**src/etwm_pkg.sv**
```systemverilog
package etwm_pkg;

  localparam int MAX_PATTERN = 64;
  localparam int PosW        = $clog2(MAX_PATTERN + 1);
  localparam int AddrW       = $clog2(MAX_PATTERN);

  localparam logic [7:0] BACKSLASH = 8'h5C;
  localparam logic [7:0] STAR      = 8'h2A;

  typedef enum logic [1:0] {
    OP_CLEAR   = 2'd0,
    OP_APPEND  = 2'd1,
    OP_SUBJECT = 2'd2,
    OP_END     = 2'd3
  } op_e;

  typedef enum logic [1:0] {
    TOK_LIT  = 2'd0,
    TOK_STAR = 2'd1,
    TOK_BAD  = 2'd2
  } tok_kind_e;

  typedef struct packed {
    tok_kind_e  kind;
    logic [7:0] ch;
  } tok_t;

  typedef struct packed {
    logic [PosW-1:0] tok_count;
    logic            star_end;
    logic            esc;
    logic            ok;
    logic            ovf;
  } pat_stat_t;

  typedef struct packed {
    op_e        op;
    logic       wr;
    tok_t       tok;
    logic [7:0] data;
    pat_stat_t  stat;
  } cmd_t;

  typedef struct packed {
    logic matched;
    logic valid;
  } res_t;

endpackage

```
**src/escaped_trailing_wildcard_matcher.sv**
```systemverilog
// Escaped trailing-wildcard matcher.
// Input queue: drive operation_i/data_byte_i and raise push; a beat is taken on
// a rising edge with push high and full low. Operations: clear pattern, append
// pattern byte, subject byte, end of subject. Only end of subject yields a
// result beat.
// Result queue: while empty is low, matched_o and pattern_valid_o show the
// oldest result; raise pop to take it.
// Throughput: one beat per cycle while full is low, every operation. A front
// stage tokenizes the pattern (escapes, star placement, validity) as it is
// appended; a two-entry command queue feeds a back stage that walks a 64-entry
// token memory one token per subject byte, with the read for the next position
// issued in the same cycle the current byte is compared.
// Path: with both queues empty, an end-of-subject beat is registered in the
// command queue, then in the result queue, before the result ports show it.
// Reset: pattern empty, no overflow, comparison restarted, both queues empty.
// Receiver stall: up to two results wait in the back stage; then the command
// queue fills and full rises until pop frees a slot.
module escaped_trailing_wildcard_matcher import etwm_pkg::*; (
  input  logic       clk_i,
  input  logic       rst_ni,
  input  logic       push,
  output logic       full,
  input  logic [1:0] operation_i,
  input  logic [7:0] data_byte_i,
  output logic       empty,
  input  logic       pop,
  output logic       matched_o,
  output logic       pattern_valid_o
);

  cmd_t front_cmd;
  cmd_t back_cmd;
  logic beat;
  logic cmd_valid;
  logic cmd_pop;

  assign beat = push && !full;

  etwm_front u_front (
    .clk_i  (clk_i),
    .rst_ni (rst_ni),
    .beat_i (beat),
    .op_i   (operation_i),
    .data_i (data_byte_i),
    .cmd_o  (front_cmd)
  );

  etwm_cmd_fifo u_cmd_fifo (
    .clk_i   (clk_i),
    .rst_ni  (rst_ni),
    .push_i  (push),
    .data_i  (front_cmd),
    .full_o  (full),
    .valid_o (cmd_valid),
    .pop_i   (cmd_pop),
    .data_o  (back_cmd)
  );

  etwm_back u_back (
    .clk_i           (clk_i),
    .rst_ni          (rst_ni),
    .cmd_valid_i     (cmd_valid),
    .cmd_i           (back_cmd),
    .cmd_pop_o       (cmd_pop),
    .res_empty_o     (empty),
    .res_pop_i       (pop),
    .matched_o       (matched_o),
    .pattern_valid_o (pattern_valid_o)
  );

endmodule

```
**src/etwm_front.sv**
```systemverilog
module etwm_front import etwm_pkg::*; (
  input  logic       clk_i,
  input  logic       rst_ni,
  input  logic       beat_i,
  input  logic [1:0] op_i,
  input  logic [7:0] data_i,
  output cmd_t       cmd_o
);

  logic [PosW-1:0] len_q, len_d;
  logic [PosW-1:0] tok_q, tok_d;
  logic            esc_q, esc_d;
  logic            star_q, star_d;
  logic            bad_q, bad_d;
  logic            ovf_q, ovf_d;
  op_e             op;
  logic            esc_ok;

  assign op     = op_e'(op_i);
  assign esc_ok = (data_i == BACKSLASH) || (data_i == STAR);

  always_comb begin
    len_d  = len_q;
    tok_d  = tok_q;
    esc_d  = esc_q;
    star_d = star_q;
    bad_d  = bad_q;
    ovf_d  = ovf_q;

    cmd_o.op             = op;
    cmd_o.wr             = 1'b0;
    cmd_o.tok.kind       = TOK_LIT;
    cmd_o.tok.ch         = data_i;
    cmd_o.data           = data_i;
    cmd_o.stat.tok_count = tok_q;
    cmd_o.stat.star_end  = star_q;
    cmd_o.stat.esc       = esc_q;
    cmd_o.stat.ok        = !bad_q && !esc_q;
    cmd_o.stat.ovf       = ovf_q;

    case (op)
      OP_CLEAR: begin
        len_d  = '0;
        tok_d  = '0;
        esc_d  = 1'b0;
        star_d = 1'b0;
        bad_d  = 1'b0;
        ovf_d  = 1'b0;
      end
      OP_APPEND: begin
        if (len_q == PosW'(MAX_PATTERN)) begin
          ovf_d = 1'b1;
        end else begin
          len_d = len_q + PosW'(1);
          if (esc_q) begin
            cmd_o.wr       = 1'b1;
            cmd_o.tok.kind = esc_ok ? TOK_LIT : TOK_BAD;
            tok_d          = tok_q + PosW'(1);
            esc_d          = 1'b0;
            star_d         = 1'b0;
            if (!esc_ok) begin
              bad_d = 1'b1;
            end
          end else begin
            if (star_q) begin
              bad_d = 1'b1;
            end
            if (data_i == BACKSLASH) begin
              esc_d  = 1'b1;
              star_d = 1'b0;
            end else if (data_i == STAR) begin
              cmd_o.wr       = 1'b1;
              cmd_o.tok.kind = TOK_STAR;
              tok_d          = tok_q + PosW'(1);
              star_d         = 1'b1;
            end else begin
              cmd_o.wr = 1'b1;
              tok_d    = tok_q + PosW'(1);
              star_d   = 1'b0;
            end
          end
        end
      end
      default: begin
      end
    endcase
  end

  always_ff @(posedge clk_i or negedge rst_ni) begin
    if (!rst_ni) begin
      len_q  <= '0;
      tok_q  <= '0;
      esc_q  <= 1'b0;
      star_q <= 1'b0;
      bad_q  <= 1'b0;
      ovf_q  <= 1'b0;
    end else if (beat_i) begin
      len_q  <= len_d;
      tok_q  <= tok_d;
      esc_q  <= esc_d;
      star_q <= star_d;
      bad_q  <= bad_d;
      ovf_q  <= ovf_d;
    end
  end

endmodule

```
**src/etwm_cmd_fifo.sv**
```systemverilog
module etwm_cmd_fifo import etwm_pkg::*; (
  input  logic clk_i,
  input  logic rst_ni,
  input  logic push_i,
  input  cmd_t data_i,
  output logic full_o,
  output logic valid_o,
  input  logic pop_i,
  output cmd_t data_o
);

  cmd_t       mem_q [2];
  logic       wptr_q;
  logic       rptr_q;
  logic [1:0] cnt_q;
  logic       do_push;
  logic       do_pop;

  assign full_o  = (cnt_q == 2'd2);
  assign valid_o = (cnt_q != 2'd0);
  assign do_push = push_i && !full_o;
  assign do_pop  = pop_i && valid_o;
  assign data_o  = mem_q[rptr_q];

  always_ff @(posedge clk_i) begin
    if (do_push) begin
      mem_q[wptr_q] <= data_i;
    end
  end

  always_ff @(posedge clk_i or negedge rst_ni) begin
    if (!rst_ni) begin
      wptr_q <= 1'b0;
      rptr_q <= 1'b0;
      cnt_q  <= 2'd0;
    end else begin
      if (do_push) begin
        wptr_q <= !wptr_q;
      end
      if (do_pop) begin
        rptr_q <= !rptr_q;
      end
      case ({do_push, do_pop})
        2'b10:   cnt_q <= cnt_q + 2'd1;
        2'b01:   cnt_q <= cnt_q - 2'd1;
        default: cnt_q <= cnt_q;
      endcase
    end
  end

endmodule

```
**src/etwm_back.sv**
```systemverilog
module etwm_back import etwm_pkg::*; (
  input  logic clk_i,
  input  logic rst_ni,
  input  logic cmd_valid_i,
  input  cmd_t cmd_i,
  output logic cmd_pop_o,
  output logic res_empty_o,
  input  logic res_pop_i,
  output logic matched_o,
  output logic pattern_valid_o
);

  typedef enum logic [1:0] {
    DEC_OPEN = 2'd0,
    DEC_STAR = 2'd1,
    DEC_FAIL = 2'd2
  } dec_e;

  tok_t            mem_q [MAX_PATTERN];
  tok_t            rd_q;
  logic [PosW-1:0] pos_q, pos_d;
  dec_e            dec_q, dec_d;

  res_t            res_q [2];
  res_t            res_new;
  logic            wptr_q;
  logic            rptr_q;
  logic [1:0]      cnt_q;

  logic             go;
  logic             res_push;
  logic             res_pop;
  logic             in_pat;
  logic             star_last;
  logic             wr_en;
  logic [AddrW-1:0] waddr;
  logic [AddrW-1:0] raddr;

  assign go        = cmd_valid_i && ((cmd_i.op != OP_END) || (cnt_q != 2'd2));
  assign cmd_pop_o = go;
  assign in_pat    = pos_q < cmd_i.stat.tok_count;
  assign star_last = cmd_i.stat.star_end &&
                     ((pos_q + PosW'(1)) == cmd_i.stat.tok_count);

  always_comb begin
    pos_d            = pos_q;
    dec_d            = dec_q;
    res_push         = 1'b0;
    res_new.matched  = 1'b0;
    res_new.valid    = 1'b0;
    if (go) begin
      case (cmd_i.op)
        OP_CLEAR, OP_APPEND: begin
          pos_d = '0;
          dec_d = DEC_OPEN;
        end
        OP_SUBJECT: begin
          if (dec_q == DEC_OPEN) begin
            if (!in_pat) begin
              dec_d = DEC_FAIL;
            end else begin
              case (rd_q.kind)
                TOK_LIT: begin
                  if (rd_q.ch == cmd_i.data) begin
                    pos_d = pos_q + PosW'(1);
                  end else begin
                    dec_d = DEC_FAIL;
                  end
                end
                TOK_STAR: dec_d = star_last ? DEC_STAR : DEC_FAIL;
                default:  dec_d = DEC_FAIL;
              endcase
            end
          end
        end
        default: begin
          case (dec_q)
            DEC_STAR: res_new.matched = 1'b1;
            DEC_OPEN: begin
              if (in_pat) begin
                res_new.matched = (rd_q.kind == TOK_STAR) && star_last;
              end else begin
                res_new.matched = !cmd_i.stat.esc;
              end
            end
            default: res_new.matched = 1'b0;
          endcase
          res_new.valid = cmd_i.stat.ok;
          if (cmd_i.stat.ovf) begin
            res_new.matched = 1'b0;
            res_new.valid   = 1'b0;
          end
          res_push = 1'b1;
          pos_d    = '0;
          dec_d    = DEC_OPEN;
        end
      endcase
    end
  end

  assign wr_en = go && (cmd_i.op == OP_APPEND) && cmd_i.wr;
  assign waddr = cmd_i.stat.tok_count[AddrW-1:0];
  assign raddr = pos_d[AddrW-1:0];

  always_ff @(posedge clk_i) begin
    if (wr_en) begin
      mem_q[waddr] <= cmd_i.tok;
    end
    rd_q <= (wr_en && (waddr == raddr)) ? cmd_i.tok : mem_q[raddr];
  end

  assign res_pop         = res_pop_i && (cnt_q != 2'd0);
  assign res_empty_o     = (cnt_q == 2'd0);
  assign matched_o       = res_q[rptr_q].matched;
  assign pattern_valid_o = res_q[rptr_q].valid;

  always_ff @(posedge clk_i) begin
    if (res_push) begin
      res_q[wptr_q] <= res_new;
    end
  end

  always_ff @(posedge clk_i or negedge rst_ni) begin
    if (!rst_ni) begin
      pos_q  <= '0;
      dec_q  <= DEC_OPEN;
      wptr_q <= 1'b0;
      rptr_q <= 1'b0;
      cnt_q  <= 2'd0;
    end else begin
      pos_q <= pos_d;
      dec_q <= dec_d;
      if (res_push) begin
        wptr_q <= !wptr_q;
      end
      if (res_pop) begin
        rptr_q <= !rptr_q;
      end
      case ({res_push, res_pop})
        2'b10:   cnt_q <= cnt_q + 2'd1;
        2'b01:   cnt_q <= cnt_q - 2'd1;
        default: cnt_q <= cnt_q;
      endcase
    end
  end

endmodule

```
**config.mk**
```make
export PLATFORM = sky130hd
export DESIGN_NAME = escaped_trailing_wildcard_matcher
export DESIGN_NICKNAME = d
export VERILOG_FILES = /design/src/etwm_pkg.sv /design/src/escaped_trailing_wildcard_matcher.sv /design/src/etwm_front.sv /design/src/etwm_cmd_fifo.sv /design/src/etwm_back.sv
export SDC_FILE = /design/constraint.sdc
export NUM_CORES = 1
export LEC_CHECK = 0
export ABC_AREA = 1
export BUFFER_PORTS_ARGS = -buffer_cell sky130_fd_sc_hd__buf_2
export CAP_MARGIN = 20
export CORE_ASPECT_RATIO = 1.75
export CORE_MARGIN = 2
export CORE_UTILIZATION = 28
export CTS_BUF_LIST = sky130_fd_sc_hd__clkbuf_8
export CTS_CLUSTER_DIAMETER = 50
export DETAILED_ROUTE_END_ITERATION = 8
export PLACE_DENSITY_LB_ADDON = 0.05
export SETUP_SLACK_MARGIN = 0.3
export SLEW_MARGIN = 20
export SYNTH_ARGS = -nofsm -noshare
export SYNTH_HDL_FRONTEND = slang
export SYNTH_SLANG_ARGS = --single-unit
export TNS_END_PERCENT = 50
```
**constraint.sdc**
```tcl
create_clock -name clk_i -period 4.4 [get_ports clk_i]
set_input_delay 0.44 -clock clk_i [delete_from_list [all_inputs] [get_ports clk_i]]
set_output_delay 0.44 -clock clk_i [all_outputs]
set_load 0.05 [all_outputs]
```
==> metrics.md, run 1 <==
| Metric | Value |
|---|---|
| Worst EP required | `5.12 ns` |
| Total Wirelength | `102,000 um` |
| Row cnt | `160` |
| Grt ovf | `0` |
| Ys Warns | `0` |
| # Post-CTS Setup Buffers | `0` |
| # H-tree levels | `3` |
| Via density | `4.69` |
| Hold Violations, Final | `0` |
| CTS root buffer | `clkbuf_8` |
| Die Y | `441 um` |
| DR iter-0 viols | `1,347` |
| Routed wire per std cell | `between 20 and 25 um` |
| Initial antenna violation count | `3` |
| Post-synthesis register bit count | `733` |
| Placer Congestion | `0.830` |
| Die ar. | `~110,000 um2` |
| Num ports | `18` |
| Drt pass-1 iters | `5` |
| Syn_area_per_cell | `11.3 um2` |
| Period minus WS final | `3.61 ns` |
| Layout area overhead | `14.8%` |
| Sequential area share after synthesis | `0.714` |
| Pin count of the biggest net entering global routing | `slightly above 100` |
| Synth Flop Type | `edfxtp_1` |
| Routed via count | `20,400` |
| Syn Inst Count | `2,692` |
| Net count, final | `about 2,800` |
| Synth Cell Area | `30,500 um2` |
| RSZ-0062 raised after global routing | `false` |
| Least-Margin Pin Slew | `around 1.0 ns` |
| Worst Min Path Start | `push` |
| Hold slack | `0.187 ns` |
| Num CTS Buffers | `109` |
| Crit path launch type | `register` |
| Final number of max-transition violations | `0` |
| Pwr/cell area | `roughly 500 nW/um2` |
| PnR worst setup slack | `0.786 ns` |
| Skew final | `0.0369 ns` |
| GRT Resource Usage Total | `0.183` |
| Clock slew at reported path FFs | `roughly 0.070 ns` |
| Worst rel slew slack | `0.312` |
| Pre-CTS setup slack | `0.768 ns` |
| Die X | `254 um` |
| Syn Nets | `2,719` |
| Setup TNS Final | `0 ns` |
| PortBufs | `17` |
| Core area | `around 110,000 um2` |
| DRC Markers | `0` |
| Layout cells sized above 1 | `0.109` |
| Min-Delay Path Class | `in -> reg` |
| Clock Latency Late Sink | `0.81 ns` |
| Cts repair resizes | `0` |
| Crit share post-route | `0.821` |
| Number of global-route vias before repair | `between 20,000 and 25,000` |
| Worst Path Arrival | `about 4.3 ns` |
| Routed Antenna Nets | `0` |
| Setup CP Type | `reg -> reg` |
| Detailed placement HPWL | `slightly above 60,000 um` |
| Async S/R FF share, synth | `0.0477` |
| Synth unique cells | `42` |
| Max clock buf depth | `3` |
| CTS tree | `done` |
| Post-synth EDFFs | `692` |
| CTS Sinks | `733` |
| Setup crit end kind | `register` |
| Starting Density | `0.282` |
| Max Cap Viol | `0` |
| Worst-path maximum fanout | `93` |
| Worst vdd ir | `0.000301 V` |
| Outcome | `finished, final reports clean` |
| CTS Hold Buffers Added | `12` |
| First-pass GRT wire length | `about 150,000 um` |
| Pleak | `~13 nW` |
| FMAX | `approximately 0.28 GHz` |
| # setup viols final | `0` |
[per-layer routing]
metal  vias up  track usage  wire, um
li1       9620            -         -
met1     10200        0.205     39500
met2       433        0.335     53200
met3       192       0.0308      3700
met4         0       0.0886      5170
met5         -            0         0
[worst paths after layout]
path	to	slack (ns)	depth (start not counted)
setup / recovery	u_back.pos_q[3]$_DFF_PN0_	0.79	17
hold / removal	u_cmd_fifo.wptr_q$_DFFE_PN0P_	0.19	3
setup reg to reg	u_back.pos_q[3]$_DFF_PN0_	0.79	17
hold reg to reg	u_cmd_fifo.mem_q[1][6]$_DFFE_PP_	0.51	0
max in group asynchronous	u_front.len_q[2]$_DFFE_PN0P_	3.40	2
min in group asynchronous	u_back.rptr_q$_DFFE_PN0P_	0.32	2
[kinds of logic after synthesis]
group,count (synthesis),share of synthesized area
multiplexers,1,0.000328
XOR/XNOR,18,0.00517
adder cells (fa/ha/maj),13,0.00533
AO/OA/AOI/OAI,71,0.0130
flip-flops,733,0.714
buffers and inverters,214,0.0321
AND/OR/NAND/NOR,1642,0.230
[synthesized netlist by cell type, drive strengths merged, types with 2 or more instances]
library cell | n | area [um2]
dfrtp | 35 | 876
nor3 | 15 | 86.3
nor4 | 2 | 12.5
clkbuf | 39 | 146
buf | 105 | 572
or2 | 15 | 93.8
o21ai | 39 | 195
dfxtp | 6 | 120
o22ai | 2 | 12.5
inv | 69 | 259
a21boi | 4 | 41.3
nand2 | 897 | 3370
nor2 | 118 | 450
nor3b | 5 | 37.5
nand3b | 2 | 15.0
a21oi | 20 | 100
nand4 | 5 | 37.5
nand3 | 580 | 2910
xor2 | 13 | 114
nor4b | 2 | 17.5
ha | 13 | 163
edfxtp | 692 | 20800
xnor2 | 5 | 43.8
[sequential cells by signal (all words and copies together), names as in the netlist, named ones only]
register / flops
u_front.len_q: 7
u_back.rptr_q: 1
u_front.ovf_q: 1
u_cmd_fifo.rptr_q: 1
u_front.bad_q: 1
u_back.mem_q: 640
u_back.dec_q: 2
u_cmd_fifo.cnt_q: 2
u_front.tok_q: 7
u_back.pos_q: 7
u_back.res_q: 4
u_back.cnt_q: 2
u_cmd_fifo.wptr_q: 1
u_back.wptr_q: 1
u_front.esc_q: 1
u_front.star_q: 1
u_cmd_fifo.mem_q: 48
[per-stage QoR]
step                power [mW]  utilization  cell area (um2)  instances
floorplan                 10.5            -            30500       2692
global placement          12.0        0.303            32800       4141
detailed placement        12.1        0.303            32800       4141
CTS                       17.8        0.323            35000       4352
global route              18.2        0.323            35000       4354
finish                    17.4        0.323            35000       4355
[layout make-up]
class	instances	area, um2
inverter	70	275
multi-input combinational	1745	7770
tap	1458	1820
antenna	3	7.51
fill	11100	73300
sequential	733	21800
clock buffer	113	1560
timing repair buffer	147	1250
clock inverter	86	551
[cells in the final DEF (no fill, tap or decap), drive strengths merged, types with 6 or more instances in the layout]
cell type / n
a21oi: 20
buf: 135
bufinv: 7
clkbuf: 113
clkinv: 51
dfrtp: 35
dfxtp: 6
dlygate4sd3: 12
edfxtp: 692
ha: 13
inv: 96
nand2: 897
nand3: 580
nor2: 118
nor3: 15
o21ai: 39
or2: 15
xor2: 13
[worst max-delay path: stages (launching register included)]
cell and delay [ns]:
dfxtp_4 0.46, inv_8 0.53, buf_4 0.45, nand2_1 0.10, nand3_1 0.08, nand3_1 0.17, nand2_1 0.15, nand2_1 0.06
nand3_1 0.25, nand3_1 0.19, nand3_1 0.12, nand2_1 0.07, nor2_1 0.13, nand2_1 0.11, nor2_4 0.20, nand2_1 0.14
nand2_1 0.08, a21boi_2 0.17
[where the power goes]
part           total, mW  leakage (nW)  switching (mW)  internal (mW)
Clock               5.59          1.17            2.80           2.79
Sequential          8.98          6.75           0.113           8.87
Combinational       2.86          4.72            2.39          0.464
Power figures use the tool's default switching activity.
==> run 2, diff against run 1 <==
==> constraint.sdc (replaced) <==
create_clock -name clk_i -period 3.7 [get_ports clk_i]
set_input_delay 0.37 -clock clk_i [delete_from_list [all_inputs] [get_ports clk_i]]
set_output_delay 0.37 -clock clk_i [all_outputs]
set_load 0.05 [all_outputs]
==> metrics.md, run 2 (same netlist as run 1, synthesis figures left out) <==
| Metric | Value |
|---|---|
| Pleak | `12.8 nW` |
| Number of global-route vias before repair | `about 21,000` |
| Initial antenna violation count | `1` |
| Layout area overhead | `15.2%` |
| Commonest non-fill, non-tap cell in the layout | `nand2_1` |
| Skew final | `between 0.03 and 0.04 ns` |
| DR iter-0 viols | `about 1,100` |
| Worst-path maximum fanout | `29` |
| Met3 Track Usage GR | `0.0250` |
| Min-Delay Path Class | `in -> async` |
| FMAX | `0.317 GHz` |
| Most frequent cells in the layout | `nand2_1 (895), edfxtp_1 (692), nand3_1 (579)` |
| # H-tree levels | `3` |
| Clock Latency Late Sink | `0.83 ns` |
| GR peak layer | `met2` |
| # Post-CTS Setup Buffers | `0` |
| Period minus WS final | `~3.2 ns` |
| Largest Register | `u_back.mem_q` |
| Starting Density | `0.282` |
| First-pass GRT wire length | `around 140,000 um` |
| Row cnt | `160` |
| Hold Violations, Final | `0` |
| Post-layout util | `0.325` |
| Routed Antenna Nets | `0` |
| Drt pass-1 iters | `5` |
| Worst Path Arrival | `3.89 ns` |
| CTS Sinks | `733` |
| DP Cell Count | `4,164` |
| Die X | `roughly 250 um` |
| Setup CP Type | `reg -> reg` |
| Worst EP required | `4.43 ns` |
| Crit share post-route | `0.854` |
| Via density | `around 4.7` |
| Core area | `108,000 um2` |
| Worst rel slew slack | `0.287` |
| Regs by FF count | `u_back.mem_q (640), u_cmd_fifo.mem_q (48)` |
| CTS tree | `done` |
| Crit path launch type | `register` |
| Clock slew at reported path FFs | `0.07 ns` |
| Die Y | `441 um` |
| Grt ovf | `0` |
| Layout cells sized above 1 | `0.115` |
| Worst vdd ir | `0.000419 V` |
| Setup TNS Final | `0 ns` |
| GR met1 Demand/Resource | `0.200` |
| Max clock buf depth | `3` |
| Outcome | `finished, final reports clean` |
| # setup viols final | `0` |
| Die ar. | `112,000 um2` |
| Num ports | `18` |
| Net count, final | `approximately 2,900` |
| Pwr/cell area | `around 580 nW/um2` |
| CTS root buffer | `clkbuf_8` |
| RSZ-0062 raised after global routing | `false` |
| Post-route non-filler standard cell count | `4,376` |
| Final number of max-transition violations | `0` |
| DRC Markers | `0` |
| Max FFs per register | `640` |
| PortBufs | `17` |
| Routed via count | `20,400` |
| Total Wirelength | `98,800 um` |
| Num CTS Buffers | `111` |
| PnR Total Power | `between 20 and 25 mW` |
| Routed wire per std cell | `between 20 and 25 um` |
| Least-Margin Pin Slew | `1.07 ns` |
| Max Cap Viol | `0` |
| Met2 Use GR | `0.330` |
| Pin count of the biggest net entering global routing | `105` |
| GRT Resource Usage Total | `0.179` |
| Placer Congestion | `0.817` |
| Detailed placement HPWL | `62,100 um` |
| Setup crit end kind | `register` |
-- run 2: path summary, 6_finish.rpt --
kind	start	to	slack (ns)	cells after the start
max in group asynchronous	rst_ni	u_front.len_q[4]$_DFFE_PN0P_	2.80	2
hold reg to reg	u_front.tok_q[2]$_DFFE_PN0P_	u_cmd_fifo.mem_q[1][6]$_DFFE_PP_	0.48	0
hold / removal	rst_ni	u_back.pos_q[6]$_DFFE_PN0P_	0.25	2
setup reg to reg	register	u_back.dec_q[0]$_DFFE_PN0P_	0.54	18
setup / recovery	register	u_back.dec_q[0]$_DFFE_PN0P_	0.54	18
min in group clk_i	data_byte_i[3]	u_cmd_fifo.mem_q[1][22]$_DFFE_PP_	0.32	2
-- run 2: cell type report --
class	count	area (um2)
Multi-Input combinational cell	1745	7770
Clock buffer	117	1610
Tap cell	1458	1820
Clock inverter	80	390
Antenna cell	2	5.00
Timing Repair Buffer	171	1510
Inverter	70	275
Sequential cell	733	21800
Fill cell	11100	73100
-- run 2: what timing repair did --
| action | 4_1_cts | 5_1_grt |
|---|---|---|
| hold endpoints to repair | 59 | 0 |
| hold buffers | 13 | 0 |
| endpoints found under the setup margin | 0 | 7 |
| resized for setup | 0 | 1 |
-- run 2: power breakdown --
| part | leakage (nW) | switching (mW) | internal (mW) | total (mW) |
|---|---|---|---|---|
| clock | 1.15 | 3.25 | 3.04 | 6.29 |
| combinational | 4.86 | 2.77 | 0.612 | 3.38 |
| sequential | 6.75 | 0.139 | 10.5 | 10.7 |
-- run 2: worst max-delay path, stage by stage (launching register included) --
cell and delay, ns:
dfxtp_4 0.44, buf_4 0.40, buf_4 0.28, nand2_1 0.06, nand3_1 0.08, nand3_1 0.08
nand2_1 0.11, nand2_1 0.06, nand3_1 0.28, nand3_1 0.24, nand3_1 0.12, nand2_1 0.06
nor2_1 0.13, nand2_1 0.11, nor2_4 0.20, nand2_1 0.10, nand2_1 0.12, nand2_1 0.06
o21ai_0 0.08
-- run 2: metrics by stage --
stage | area, um2 | hold slack [ns] | setup WS [ns]
5_1_grt | 35200 | 0.254 | 0.308
2_1_floorplan | 30500 | 0.0744 | 0.829
6_report | 35200 | 0.249 | 0.541
4_1_cts | 35200 | 0.206 | 0.477
3_3_place_gp | 33000 | 0.469 | 0.482
3_5_place_dp | 33000 | 0.477 | 0.501
-- run 2: metal layers --
layer  routed length [um]  part of all wire
met5                    0                 0
met4                 4930             0.050
met3                 3150             0.032
met2                52700              0.53
met1                38000              0.38
